<file path="config.mk">
export PLATFORM = sky130hd
export DESIGN_NAME = sorted_timer_event_queue
export DESIGN_NICKNAME = d
export VERILOG_FILES = /design/src/sv/stq_pkg.sv /design/src/sv/stq_div.sv /design/src/sv/sorted_timer_event_queue.sv
export SDC_FILE = /design/constraint.sdc
export NUM_CORES = 2
export LEC_CHECK = 0
export ABC_CLOCK_PERIOD_IN_PS = 13800
export BUFFER_PORTS_ARGS = -buffer_cell sky130_fd_sc_hd__buf_2
export CAP_MARGIN = 15
export CORE_UTILIZATION = 45
export CTS_BUF_LIST = sky130_fd_sc_hd__clkbuf_4
export DETAILED_ROUTE_END_ITERATION = 10
export SYNTH_ARGS = -nofsm -noshare
export SYNTH_HDL_FRONTEND = slang
export SYNTH_SLANG_ARGS = --single-unit
export TNS_END_PERCENT = 100
</file>
<file path="constraint.sdc">
create_clock -name clk_i -period 13.8 [get_ports clk_i]
set_clock_uncertainty 0.05 [all_clocks]
set_input_delay 2.76 -clock clk_i [delete_from_list [all_inputs] [get_ports clk_i]]
set_output_delay 2.76 -clock clk_i [all_outputs]
set_load 0.01 [all_outputs]
</file>
<file path="src/sv/stq_pkg.sv">
// shared types and constants for the sorted timer event queue
// no dependencies
`timescale 1ns / 1ps
`default_nettype none

package stq_pkg;

  localparam int unsigned OP_W        = 2;
  localparam int unsigned ID_W        = 4;
  localparam int unsigned PERIOD_W    = 24;
  localparam int unsigned SAMPLE_W    = 10;
  localparam int unsigned NOW_W       = 32;
  localparam int unsigned DL_W        = 33;
  localparam int unsigned MAX_FIRINGS = 16;
  localparam int unsigned BUDGET_W    = 5;
  localparam int unsigned DIV_W       = 34;
  localparam int unsigned DSR_W       = 10;
  localparam int unsigned SUM_W       = 26;

  localparam logic [PERIOD_W-1:0] PERIOD_MAX = 24'hFFFFFF;
  localparam logic [PERIOD_W-1:0] JIT_MIN    = 24'd3;
  localparam logic [DSR_W-1:0]    JIT_DIV    = 10'd3;
  localparam logic [DSR_W-1:0]    JIT_SCALE  = 10'd1000;

  typedef enum logic [OP_W-1:0] {
    OP_ADD     = 2'd0,
    OP_ADD_JIT = 2'd1,
    OP_DEL     = 2'd2,
    OP_TICK    = 2'd3
  } op_e;

  typedef struct packed {
    logic             start;
    logic [DIV_W-1:0] dividend;
    logic [DSR_W-1:0] divisor;
  } div_req_t;

  typedef struct packed {
    logic             done;
    logic [DIV_W-1:0] quot;
  } div_rsp_t;

endpackage

`default_nettype wire

</file>
<file path="src/sv/stq_div.sv">
// shared reciprocal divider for the jitter constants; registers operand, then product
// uses stq_pkg for the request and response structs
`timescale 1ns / 1ps
`default_nettype none

module stq_div (
  input  wire logic              clk_i,
  input  wire logic              rst_ni,
  input  wire stq_pkg::div_req_t req_i,
  output stq_pkg::div_rsp_t      rsp_o
);

  // floor(x / 3) = (x * RECIP_3) >> 33 for any 32-bit x
  localparam logic [31:0] RECIP_3   = 32'hAAAAAAAB;
  localparam int unsigned SHIFT_3   = 33;
  // floor(y / 125) = (y * RECIP_125) >> 35 for any 32-bit y, and x / 1000 = (x >> 3) / 125
  localparam logic [31:0] RECIP_125 = 32'h10624DD3;
  localparam int unsigned SHIFT_125 = 35;

  logic        busy_q, busy_d;
  logic        done_q, done_d;
  logic        scale_q, scale_d;
  logic [31:0] opnd_q, opnd_d;
  logic [63:0] prod_q, prod_d;

  always_comb begin
    busy_d  = 1'b0;
    done_d  = 1'b0;
    scale_d = scale_q;
    opnd_d  = opnd_q;
    prod_d  = prod_q;
    if (req_i.start) begin
      busy_d = 1'b1;
      if (req_i.divisor == stq_pkg::JIT_SCALE) begin
        scale_d = 1'b1;
        opnd_d  = {1'b0, req_i.dividend[stq_pkg::DIV_W-1:3]};
      end else begin
        scale_d = 1'b0;
        opnd_d  = req_i.dividend[31:0];
      end
    end else if (busy_q) begin
      done_d = 1'b1;
      prod_d = 64'(opnd_q) * 64'(scale_q ? RECIP_125 : RECIP_3);
    end
  end

  always_ff @(posedge clk_i or negedge rst_ni) begin
    if (!rst_ni) begin
      busy_q <= 1'b0;
      done_q <= 1'b0;
    end else begin
      busy_q <= busy_d;
      done_q <= done_d;
    end
  end

  always_ff @(posedge clk_i) begin
    scale_q <= scale_d;
    opnd_q  <= opnd_d;
    prod_q  <= prod_d;
  end

  assign rsp_o.done = done_q;
  assign rsp_o.quot = scale_q ? stq_pkg::DIV_W'(prod_q >> SHIFT_125)
                              : stq_pkg::DIV_W'(prod_q >> SHIFT_3);

endmodule

`default_nettype wire

</file>
<file path="src/sv/sorted_timer_event_queue.sv">
// sorted timer queue: add/delete keep the input stalled while the list is walked (one list
// entry per cycle through the deadline and link memories), a jittered add also through two divider passes.
// a tick checks the head entries in turn, does one insert walk per re-armed entry and a closing
// step; results stream one per firing, the last one flagged. reset is asynchronous: the list
// comes up empty, per-slot memories are not cleared and need no clearing pass.
`timescale 1ns / 1ps
`default_nettype none

module sorted_timer_event_queue #(
  parameter int EVENT_SLOTS = 16
) (
  input  wire logic                         clk_i,
  input  wire logic                         rst_ni,
  input  wire logic                         in_valid_i,
  output      logic                         in_stall_o,
  input  wire logic [stq_pkg::OP_W-1:0]     operation_i,
  input  wire logic [stq_pkg::ID_W-1:0]     event_id_i,
  input  wire logic [stq_pkg::PERIOD_W-1:0] period_seconds_i,
  input  wire logic                         one_shot_i,
  input  wire logic [stq_pkg::SAMPLE_W-1:0] jitter_sample_i,
  input  wire logic [stq_pkg::NOW_W-1:0]    now_seconds_i,
  output      logic                         out_valid_o,
  input  wire logic                         out_stall_i,
  output      logic [stq_pkg::ID_W-1:0]     fired_event_o,
  output      logic                         last_of_run_o
);

  localparam int unsigned IW = $clog2(EVENT_SLOTS);
  localparam int unsigned SW = $clog2(EVENT_SLOTS + 1);
  localparam logic [SW-1:0] NIL = SW'(EVENT_SLOTS);

  typedef enum logic [12:0] {
    S_IDLE      = 13'b0000000000001,
    S_DIV_A     = 13'b0000000000010,
    S_MUL       = 13'b0000000000100,
    S_DIV_B     = 13'b0000000001000,
    S_UNL_CHK   = 13'b0000000010000,
    S_UNL_WALK  = 13'b0000000100000,
    S_INS_START = 13'b0000001000000,
    S_INS_WALK  = 13'b0000010000000,
    S_LINK      = 13'b0000100000000,
    S_LINK2     = 13'b0001000000000,
    S_TICK_HEAD = 13'b0010000000000,
    S_TICK_CHK  = 13'b0100000000000,
    S_END       = 13'b1000000000000
  } state_e;

  // control
  state_e                         state_q, state_d;
  logic [SW-1:0]                  cur_q, cur_d;
  logic [SW-1:0]                  prev_q, prev_d;
  logic [SW-1:0]                  head_q, head_d;
  logic [SW-1:0]                  count_q, count_d;
  logic [stq_pkg::NOW_W-1:0]      last_q, last_d;
  logic [stq_pkg::BUDGET_W-1:0]   budget_q, budget_d;
  logic [EVENT_SLOTS-1:0]         active_q, active_d;
  logic                           pend_v_q, pend_v_d;
  logic                           out_v_q, out_v_d;

  // payload
  stq_pkg::op_e                   op_q, op_d;
  logic [SW-1:0]                  s_q, s_d;
  logic                           id_ok_q, id_ok_d;
  logic [stq_pkg::PERIOD_W-1:0]   per_q, per_d;
  logic                           once_q, once_d;
  logic [stq_pkg::SAMPLE_W-1:0]   sample_q, sample_d;
  logic [stq_pkg::NOW_W-1:0]      now_q, now_d;
  logic [stq_pkg::PERIOD_W-1:0]   t_q, t_d;
  logic [stq_pkg::DL_W-1:0]       dl_new_q, dl_new_d;
  logic [SW-1:0]                  pend_q, pend_d;
  logic [stq_pkg::ID_W-1:0]       out_id_q, out_id_d;
  logic                           out_last_q, out_last_d;

  // slot memories
  logic [stq_pkg::DL_W-1:0]       dl_mem [EVENT_SLOTS];
  logic [stq_pkg::PERIOD_W:0]     po_mem [EVENT_SLOTS];
  logic [SW-1:0]                  nx_mem [EVENT_SLOTS];
  logic [stq_pkg::DL_W-1:0]       dl_rd_q;
  logic [stq_pkg::PERIOD_W:0]     po_rd_q;
  logic [SW-1:0]                  nx_rd_q;
  logic                           dl_we, po_we, nx_we;
  logic [IW-1:0]                  nx_wa;
  logic [SW-1:0]                  nx_wd;
  logic [IW-1:0]                  rd_idx;
  logic [IW-1:0]                  s_idx;

  stq_pkg::div_req_t              div_req;
  stq_pkg::div_rsp_t              div_rsp;

  logic [stq_pkg::DL_W-1:0]       dl_new;
  logic [stq_pkg::SUM_W-1:0]      jit_sum;
  logic                           out_free;
  state_e                         after_ins;

  stq_div u_div (
    .clk_i  (clk_i),
    .rst_ni (rst_ni),
    .req_i  (div_req),
    .rsp_o  (div_rsp)
  );

  assign s_idx     = s_q[IW-1:0];
  assign dl_new    = stq_pkg::DL_W'(now_q) + stq_pkg::DL_W'(per_q);
  assign jit_sum   = stq_pkg::SUM_W'(t_q) + stq_pkg::SUM_W'(div_rsp.quot[stq_pkg::PERIOD_W:0]);
  assign out_free  = !out_v_q || !out_stall_i;
  assign after_ins = (op_q == stq_pkg::OP_TICK) ? S_TICK_HEAD : S_IDLE;
  assign rd_idx    = (cur_d < NIL) ? cur_d[IW-1:0] : '0;

  always_comb begin
    state_d    = state_q;
    cur_d      = cur_q;
    prev_d     = prev_q;
    head_d     = head_q;
    count_d    = count_q;
    last_d     = last_q;
    budget_d   = budget_q;
    active_d   = active_q;
    pend_v_d   = pend_v_q;
    out_v_d    = out_v_q && out_stall_i;
    op_d       = op_q;
    s_d        = s_q;
    id_ok_d    = id_ok_q;
    per_d      = per_q;
    once_d     = once_q;
    sample_d   = sample_q;
    now_d      = now_q;
    t_d        = t_q;
    dl_new_d   = dl_new_q;
    pend_d     = pend_q;
    out_id_d   = out_id_q;
    out_last_d = out_last_q;
    dl_we      = 1'b0;
    po_we      = 1'b0;
    nx_we      = 1'b0;
    nx_wa      = prev_q[IW-1:0];
    nx_wd      = nx_rd_q;
    div_req    = '0;

    unique case (state_q)
      S_IDLE: begin
        if (in_valid_i) begin
          op_d     = stq_pkg::op_e'(operation_i);
          s_d      = SW'(event_id_i);
          id_ok_d  = (32'(event_id_i) < EVENT_SLOTS);
          per_d    = period_seconds_i;
          once_d   = one_shot_i;
          sample_d = jitter_sample_i;
          now_d    = now_seconds_i;
          if (operation_i == stq_pkg::OP_TICK) begin
            if (now_seconds_i != last_q) begin
              last_d   = now_seconds_i;
              budget_d = (32'(count_q) > stq_pkg::MAX_FIRINGS) ?
                         stq_pkg::BUDGET_W'(stq_pkg::MAX_FIRINGS) :
                         stq_pkg::BUDGET_W'(count_q);
              state_d  = S_TICK_HEAD;
            end
          end else if (operation_i == stq_pkg::OP_ADD_JIT &&
                       period_seconds_i >= stq_pkg::JIT_MIN &&
                       32'(event_id_i) < EVENT_SLOTS) begin
            // 2p / 3
            div_req.start    = 1'b1;
            div_req.dividend = stq_pkg::DIV_W'({period_seconds_i, 1'b0});
            div_req.divisor  = stq_pkg::JIT_DIV;
            state_d          = S_DIV_A;
          end else begin
            state_d = S_UNL_CHK;
          end
        end
      end
      S_DIV_A: begin
        if (div_rsp.done) begin
          t_d     = div_rsp.quot[stq_pkg::PERIOD_W-1:0];
          state_d = S_MUL;
        end
      end
      S_MUL: begin
        // sample * t / 1000
        div_req.start    = 1'b1;
        div_req.dividend = stq_pkg::DIV_W'(sample_q) * stq_pkg::DIV_W'(t_q);
        div_req.divisor  = stq_pkg::JIT_SCALE;
        state_d          = S_DIV_B;
      end
      S_DIV_B: begin
        if (div_rsp.done) begin
          per_d   = (jit_sum > stq_pkg::SUM_W'(stq_pkg::PERIOD_MAX)) ?
                    stq_pkg::PERIOD_MAX : jit_sum[stq_pkg::PERIOD_W-1:0];
          state_d = S_UNL_CHK;
        end
      end
      S_UNL_CHK: begin
        if (!id_ok_q) begin
          state_d = S_IDLE;
        end else if (active_q[s_idx]) begin
          cur_d   = head_q;
          prev_d  = NIL;
          state_d = S_UNL_WALK;
        end else if (op_q == stq_pkg::OP_DEL) begin
          state_d = S_IDLE;
        end else begin
          state_d = S_INS_START;
        end
      end
      S_UNL_WALK: begin
        if (cur_q == NIL || cur_q == s_q) begin
          if (cur_q == s_q) begin
            if (prev_q == NIL) begin
              head_d = nx_rd_q;
            end else begin
              nx_we = 1'b1;
            end
          end
          active_d[s_idx] = 1'b0;
          if (count_q != '0) begin
            count_d = count_q - 1'b1;
          end
          state_d = (op_q == stq_pkg::OP_DEL) ? S_IDLE : S_INS_START;
        end else begin
          prev_d = cur_q;
          cur_d  = nx_rd_q;
        end
      end
      S_INS_START: begin
        dl_we           = 1'b1;
        po_we           = 1'b1;
        dl_new_d        = dl_new;
        active_d[s_idx] = 1'b1;
        cur_d           = head_q;
        prev_d          = NIL;
        state_d         = S_INS_WALK;
      end
      S_INS_WALK: begin
        // stop before the first strictly later deadline
        if (cur_q == NIL || dl_rd_q > dl_new_q) begin
          state_d = S_LINK;
        end else begin
          prev_d = cur_q;
          cur_d  = nx_rd_q;
        end
      end
      S_LINK: begin
        nx_we   = 1'b1;
        nx_wa   = s_idx;
        nx_wd   = cur_q;
        count_d = count_q + 1'b1;
        if (prev_q == NIL) begin
          head_d  = s_q;
          state_d = after_ins;
        end else begin
          state_d = S_LINK2;
        end
      end
      S_LINK2: begin
        nx_we   = 1'b1;
        nx_wd   = s_q;
        state_d = after_ins;
      end
      S_TICK_HEAD: begin
        if (budget_q == '0 || head_q == NIL) begin
          state_d = S_END;
        end else if (out_free) begin
          budget_d = budget_q - 1'b1;
          cur_d    = head_q;
          state_d  = S_TICK_CHK;
        end
      end
      S_TICK_CHK: begin
        if (dl_rd_q > {1'b0, now_q}) begin
          state_d = S_END;
        end else begin
          head_d                   = nx_rd_q;
          active_d[cur_q[IW-1:0]]  = 1'b0;
          count_d                  = count_q - 1'b1;
          // the previous firing is known not to be the last
          if (pend_v_q) begin
            out_v_d    = 1'b1;
            out_id_d   = stq_pkg::ID_W'(pend_q);
            out_last_d = 1'b0;
          end
          pend_v_d = 1'b1;
          pend_d   = cur_q;
          if (!po_rd_q[stq_pkg::PERIOD_W]) begin
            s_d     = cur_q;
            per_d   = po_rd_q[stq_pkg::PERIOD_W-1:0];
            once_d  = 1'b0;
            state_d = S_INS_START;
          end else begin
            state_d = S_TICK_HEAD;
          end
        end
      end
      S_END: begin
        if (!pend_v_q) begin
          state_d = S_IDLE;
        end else if (out_free) begin
          out_v_d    = 1'b1;
          out_id_d   = stq_pkg::ID_W'(pend_q);
          out_last_d = 1'b1;
          pend_v_d   = 1'b0;
          state_d    = S_IDLE;
        end
      end
      default: begin
        state_d = S_IDLE;
      end
    endcase
  end

  always_ff @(posedge clk_i or negedge rst_ni) begin
    if (!rst_ni) begin
      state_q  <= S_IDLE;
      cur_q    <= NIL;
      prev_q   <= NIL;
      head_q   <= NIL;
      count_q  <= '0;
      last_q   <= '0;
      budget_q <= '0;
      active_q <= '0;
      pend_v_q <= 1'b0;
      out_v_q  <= 1'b0;
    end else begin
      state_q  <= state_d;
      cur_q    <= cur_d;
      prev_q   <= prev_d;
      head_q   <= head_d;
      count_q  <= count_d;
      last_q   <= last_d;
      budget_q <= budget_d;
      active_q <= active_d;
      pend_v_q <= pend_v_d;
      out_v_q  <= out_v_d;
    end
  end

  always_ff @(posedge clk_i) begin
    op_q       <= op_d;
    s_q        <= s_d;
    id_ok_q    <= id_ok_d;
    per_q      <= per_d;
    once_q     <= once_d;
    sample_q   <= sample_d;
    now_q      <= now_d;
    t_q        <= t_d;
    dl_new_q   <= dl_new_d;
    pend_q     <= pend_d;
    out_id_q   <= out_id_d;
    out_last_q <= out_last_d;
  end

  // read data belongs to the entry at cur_q whenever cur_q is not NIL
  always_ff @(posedge clk_i) begin
    if (dl_we) begin
      dl_mem[s_idx] <= dl_new;
    end
    if (po_we) begin
      po_mem[s_idx] <= {once_q, per_q};
    end
    if (nx_we) begin
      nx_mem[nx_wa] <= nx_wd;
    end
    dl_rd_q <= dl_mem[rd_idx];
    po_rd_q <= po_mem[rd_idx];
    nx_rd_q <= nx_mem[rd_idx];
  end

  assign in_stall_o    = (state_q != S_IDLE);
  assign out_valid_o   = out_v_q;
  assign fired_event_o = out_id_q;
  assign last_of_run_o = out_last_q;

endmodule

`default_nettype wire

</file>
# Word-level counts from Yosys, hierarchy flattened
# Memory sizes are Yosys's and may differ from the RTL's. A register that Yosys moved wholly into a read port is not among the register bits.
# Index checks and enable logic that the tools add are counted.
totals:
  regBits: 323
  mem_bits_rw: 1008
  elab_cells: 248
  mem_count: 3
classes:
  add_sub_neg: 5
  n_mul: 2
  n_lt_le_gt_ge: 10
  n_eq_ne: 48
  mux: 111
  bitwise_logic: 7
  n_reduce_logical: 35
memory_table:
  columns: ["name", "depth", "width", "rd", "rd_clocked_by_memory_dff", "wr", "line_no", "source"]
  rows:
  - ["dl_mem", 16, 33, 1, 1, 1, "sorted_timer_event_queue.sv:75", "logic [stq_pkg::DL_W-1:0] dl_mem [EVENT_SLOTS];"]
  - ["po_mem", 16, 25, 1, 1, 1, "sorted_timer_event_queue.sv:76", "logic [stq_pkg::PERIOD_W:0] po_mem [EVENT_SLOTS];"]
  - ["nx_mem", 16, 5, 1, 1, 1, "sorted_timer_event_queue.sv:77", "logic [SW-1:0] nx_mem [EVENT_SLOTS];"]
ops:
  columns: ["op", "count"]
  rows:
  - ["one-hot mux 13 bit (13 select lines)", 1]
  - ["2-to-1 mux 13 bit", 12]
  - ["2-to-1 mux 45 bit", 3]
  - ["2-to-1 mux 5 bit", 26]
  - ["2-to-1 mux 24 bit", 5]
  - ["one-hot mux 45 bit (2 select lines)", 1]
  - ["one-hot mux 24 bit (3 select lines)", 1]
  - ["multiplier 32 x 32 -> 60 bit", 1]
  - ["one-hot mux 16 bit (3 select lines)", 1]
  - ["!= test 2 bit (second input constant)", 19]
  - ["multiplier 10 x 24 -> 34 bit", 1]
  - ["adder 32 x 24 -> 33 bit", 1]
  - ["greater-than comparator 33 x 32 -> 1 bit", 1]
  - ["greater-than comparator 33 bit", 1]
  - ["2-to-1 mux 11 bit", 3]
  - ["bitwise AND 16 bit", 2]
  - ["2-to-1 mux 16 bit", 2]
  - ["2-to-1 mux 32 bit", 1]
  - ["!= test 32 bit", 1]
  - ["inverter 16 bit", 2]
  - ["2-to-1 mux 31 bit", 1]
  - ["one-hot mux 5 bit (2 select lines)", 3]
  - ["one-hot mux 5 bit (3 select lines)", 2]
  - ["2-to-1 mux 1 bit", 29]
  - ["other kinds (56)", 98]

# Logic depth before layout (Yosys ltp)
depth:
  ltp_word: 8
  mapped_depth: 33

# Modules after synthesis
# From an unflattened synthesis, not the netlist that was laid out.
unflattened:
  cells_unflattened: 6944
  hier_area_um2: 87237.4
modules_own_cells:
  columns: ["module", "n_inst", "cells_each", "area_per_inst_um2", "seq_area_each_um2"]
  rows:
  - ["sorted_timer_event_queue", 1, 4331, 61601.6, 37941.4]
  - ["stq_div", 1, 2613, 25635.8, 1971.9]

# Worst setup path before layout
# Ideal clock, no wire load.
synth_timing:
  path_type: "flip-flop to flip-flop"
  startpoint: "register u_div.scale_q"
  endpoint: "register u_div.prod_q[58] (data pin)"
  t_arrival_ns: 8.128
  setup_slack_ns: 5.361
  path_stages_with_launch: 34
  n_path_buf: 4
  period_less_slack_ns: 8.439
  path_cell_list: "edfxtp_1 -> clkbuf_1 -> clkbuf_1 -> clkbuf_1 -> clkbuf_1 -> nand2_1 -> xnor2_1 -> ha_1 -> or2_2 -> fa_1 -> fa_1 -> inv_1 -> fa_1 -> inv_1 -> fa_1 -> inv_1 -> fa_1 -> inv_1 -> fa_1 -> inv_1 -> fa_1 -> inv_1 -> ha_1 -> nand2_1 -> o21ai_0 -> nor3_1 -> a211o_1 -> a21boi_0 -> o21ai_0 -> nand2_1 -> a41oi_1 -> o31ai_1 -> a211oi_1 -> a311o_1"
synth_via:
  elab_chain_len: 2
synth_rtl:
  columns: ["item", "line_no", "source"]
  rows:
  - ["start, declared", "stq_div.sv:22", "logic scale_q, scale_d;"]
  - ["start signal, assigned", "stq_div.sv:58", "scale_q <= scale_d;"]
  - ["2-to-1 mux 32 bit", "stq_div.sv:43", "prod_d = 64'(opnd_q) * 64'(scale_q ? RECIP_125 : RECIP_3);"]
  - ["multiplier 32 x 32 -> 60 bit", "stq_div.sv:43", null]
  - ["end signal, assigned", "stq_div.sv:60", "prod_q <= prod_d;"]
  - ["end, declared", "stq_div.sv:24", "logic [63:0] prod_q, prod_d;"]
# No other way between the ends.
# A chain may end at the register's enable or synchronous reset.

# Final worst setup path
# Same ends and word-level chain as after synthesis.

==> key figures <==
Global routing
  – Antenna violations before repair: 10
  – Overflow left after global routing: 0
  – Grt met3 use: approximately 3.9%
  – Met1 Use GR: between 30% and 40%
  – Most Crowded Layer GR: met2
  – Global-route wire length before repair: ~350000 um
  – Met2 Use GR: ~40%
  – Pin count of the biggest net entering global routing: about 150
  – All-Layer GR Usage: 24.7%
  – Vias in the first global route: about 55000

Logic synthesis
  – Cells after Synth: 6600
  – Synth top area share: 42.7%
  – Post-synthesis sequential area ratio: 46.9%
  – Asr flop ratio synth: 6.61%
  – Distinct cells, synth: 88
  – Post-synth EDFFs: roughly 1200
  – Largest cells by area after synthesis: edfxtp_1, fa_1, ha_1, mux2i_1, inv_1
  – Yosys reg bits: around 1400
  – Yosys warns: 0
  – Most frequent cell after synthesis: edfxtp_1
  – Post-synthesis cell area: 84900 um^2
  – Ys flop type: edfxtp_1
  – Synth area leader: edfxtp_1
  – Synth top cells by count: edfxtp_1, inv_1, fa_1
  – Syn Area/Cell: 12.9 um^2

Route
  – Post-Route WL: 234000 um
  – DR DRC count: 0
  – DR pass1 iterations: 6
  – DRT iter0 DRCs: 4436
  – DR vias: 53000
  – Routed Antenna Nets: 0
  – Via density: approximately 5.5
  – DR WL/cell: 24.2 um

Placed design
  – Routability cong.: 0.951
  – Placed wire-length estimate: 164000 um
  – IO Port Bufs: 83
  – Pre-CTS WS: 4.17 ns

Critical path
  – Critical path type: register to register
  – Startpoint types: register
  – CP top delay family: adder cells
  – Worst path bufs/invs: 7
  – CP required: 14.67 ns
  – Crit. End Element: register
  – Worst-path fanout max: between 100 and 150
  – Max incr delay on CP: 0.62 ns
  – Critical path's most frequent cell: fa_1
  – Data arrival, critical path: 10.60 ns
  – Critical Path Start: u_div.scale_q$_DFFE_PP_
  – Slowest cell on crit path: o31ai_1
  – FF-to-FF Start: u_div.scale_q$_DFFE_PP_

Finish
  – Fillers: 16600
  – Nets: 8240
  – Share of cells above drive strength 1: 11.9%
  – Final core utilization: 49.5%
  – Area delta synth->final: 9.32%

Floorplanning
  – Core footprint: 188000 um^2
  – Die width: 436 um
  – Top Ports: 84
  – Die Area: 190000 um^2
  – Initial Util: between 40% and 50%
  – Die span in y: 436 um
  – Row count: around 160

Timing
  – Fin. max-slew vios: 0
  – RSZ-0062 raised after global routing: false
  – Final Hold Vio Count: 0
  – Period minus WS final: about 9.7 ns
  – TNS Setup: 0 ns
  – Setup WS post-layout: 4.07 ns
  – Setup violators final: 0
  – Rel. slew slack: 20.1%
  – Hold Slack: 0.360 ns
  – Final Cycle Share: 70.5%
  – Tightest Pin Transition: 1.19 ns
  – Fmax: 103 MHz

Clocking
  – CTS root buffer: clkbuf_4
  – # H-tree levels: 5
  – Cts repair resizes: 0
  – CTS buffer count: 348
  – CTS max path bufs: 4
  – Setup bufs post-CTS: 0
  – Clock Latency Late Sink: 1.28 ns
  – CTS clk-pin slew, worst paths: 0.07 ns
  – CTS tree: yes
  – Post-CTS Hold Buffers: 0
  – CTS Sinks: roughly 1400

Outcome
  – Outcome: completed

Hold path
  – Worst hold path startpoint: pend_q[3]$_DFFE_PP_
  – Worst hold-check path type: register to register

Run
  – Maxcap violations: 0
layout make-up:
type                    count  area (um^2)  area share, %
diodes                      4         10.0         0.0108
clock buffers             500         3750           4.04
clock inverters            94          532          0.573
inverters                1004         3770           4.06
multi-input cells        4041        40700           43.9
flip-flops and latches   1361        39800           42.9
well taps                2495         3120           3.36
repair buffers            172         1130           1.22
placed cells by master (no fill, tap or decap), types with 14 or more instances in the layout:
cell,instances
edfxtp_1,1208
clkinv_1,76
nand2b_1,54
and3_1,39
fa_1,732
nand4_1,32
xor2_1,105
nor2_1,162
o211ai_1,14
mux2_2,65
dfxtp_1,63
clkbuf_4,500
a211oi_1,21
nor2b_1,34
or2_2,40
xnor2_1,130
o22a_1,63
buf_2,82
nor2_4,18
inv_1,999
nor3_1,31
o21a_1,14
and2_1,127
dfrtp_1,86
nor4_1,18
conb_1,88
mux2i_1,507
o22ai_1,133
buf_4,85
o21bai_1,15
a21oi_1,156
o31ai_1,27
o221ai_1,127
a221o_1,21
a31oi_1,15
a21o_1,72
ha_1,503
o21ai_0,108
nand2_1,365
nand3_1,58
logic make-up (layout without fill, tap and decap cells):
group,count (synthesis),count (layout),share of synthesized area [%]
flops,1361,1361,46.9
buf+inv,1284,1770,5.85
fa+ha+maj,1235,1235,24.7
simple gates,1033,1033,5.99
compound gates,872,872,7.22
mux,577,577,6.97
xor+xnor,236,236,2.43
other cells,2,92,0.00884
routing by layer:
metal  vias to the layer above  part of all wire [%]
li1                      23800                     -
met1                     27000                    42
met2                      1853                    48
met3                       377                   6.1
met4                         4                   3.5
met5                         -                 0.011
path summary, 6_finish.rpt:
check                      cells after the start                         end  slack [ns]
max in group asynchronous                      2     budget_q[3]$_DFFE_PN0P_       11.01
min                                            0  fired_event_o[3]$_DFFE_PP_        0.36
min in group asynchronous                      1    active_q[12]$_DFFE_PN0P_        1.47
max reg2reg                                   27  u_div.prod_q[58]$_DFFE_PP_        4.07
min reg2reg                                    0  fired_event_o[3]$_DFFE_PP_        0.36
max                                           27  u_div.prod_q[58]$_DFFE_PP_        4.07
through the flow:
stage | cell area [um^2] | std cells
global placement | 88400 | 9058
floorplan | 85200 | 6686
finish | 92800 | 9671
global route | 92800 | 9670
detailed placement | 88400 | 9059
CTS | 92700 | 9653
registers in the layout, summed over array words and instances (netlist names), 10 cells and up:
register,count
dl_mem,528
sample_q,10
dl_rd_q,33
t_q,24
per_q,24
po_mem,400
u_div.opnd_q,32
active_q,16
po_rd_q,25
last_q,32
nx_mem,80
state_q,13
now_q,32
dl_new_q,33
u_div.prod_q,27
Power is left out: the tool's default activity adds up to more than one toggle a clock period on the data nets, which glitch-free logic cannot reach.
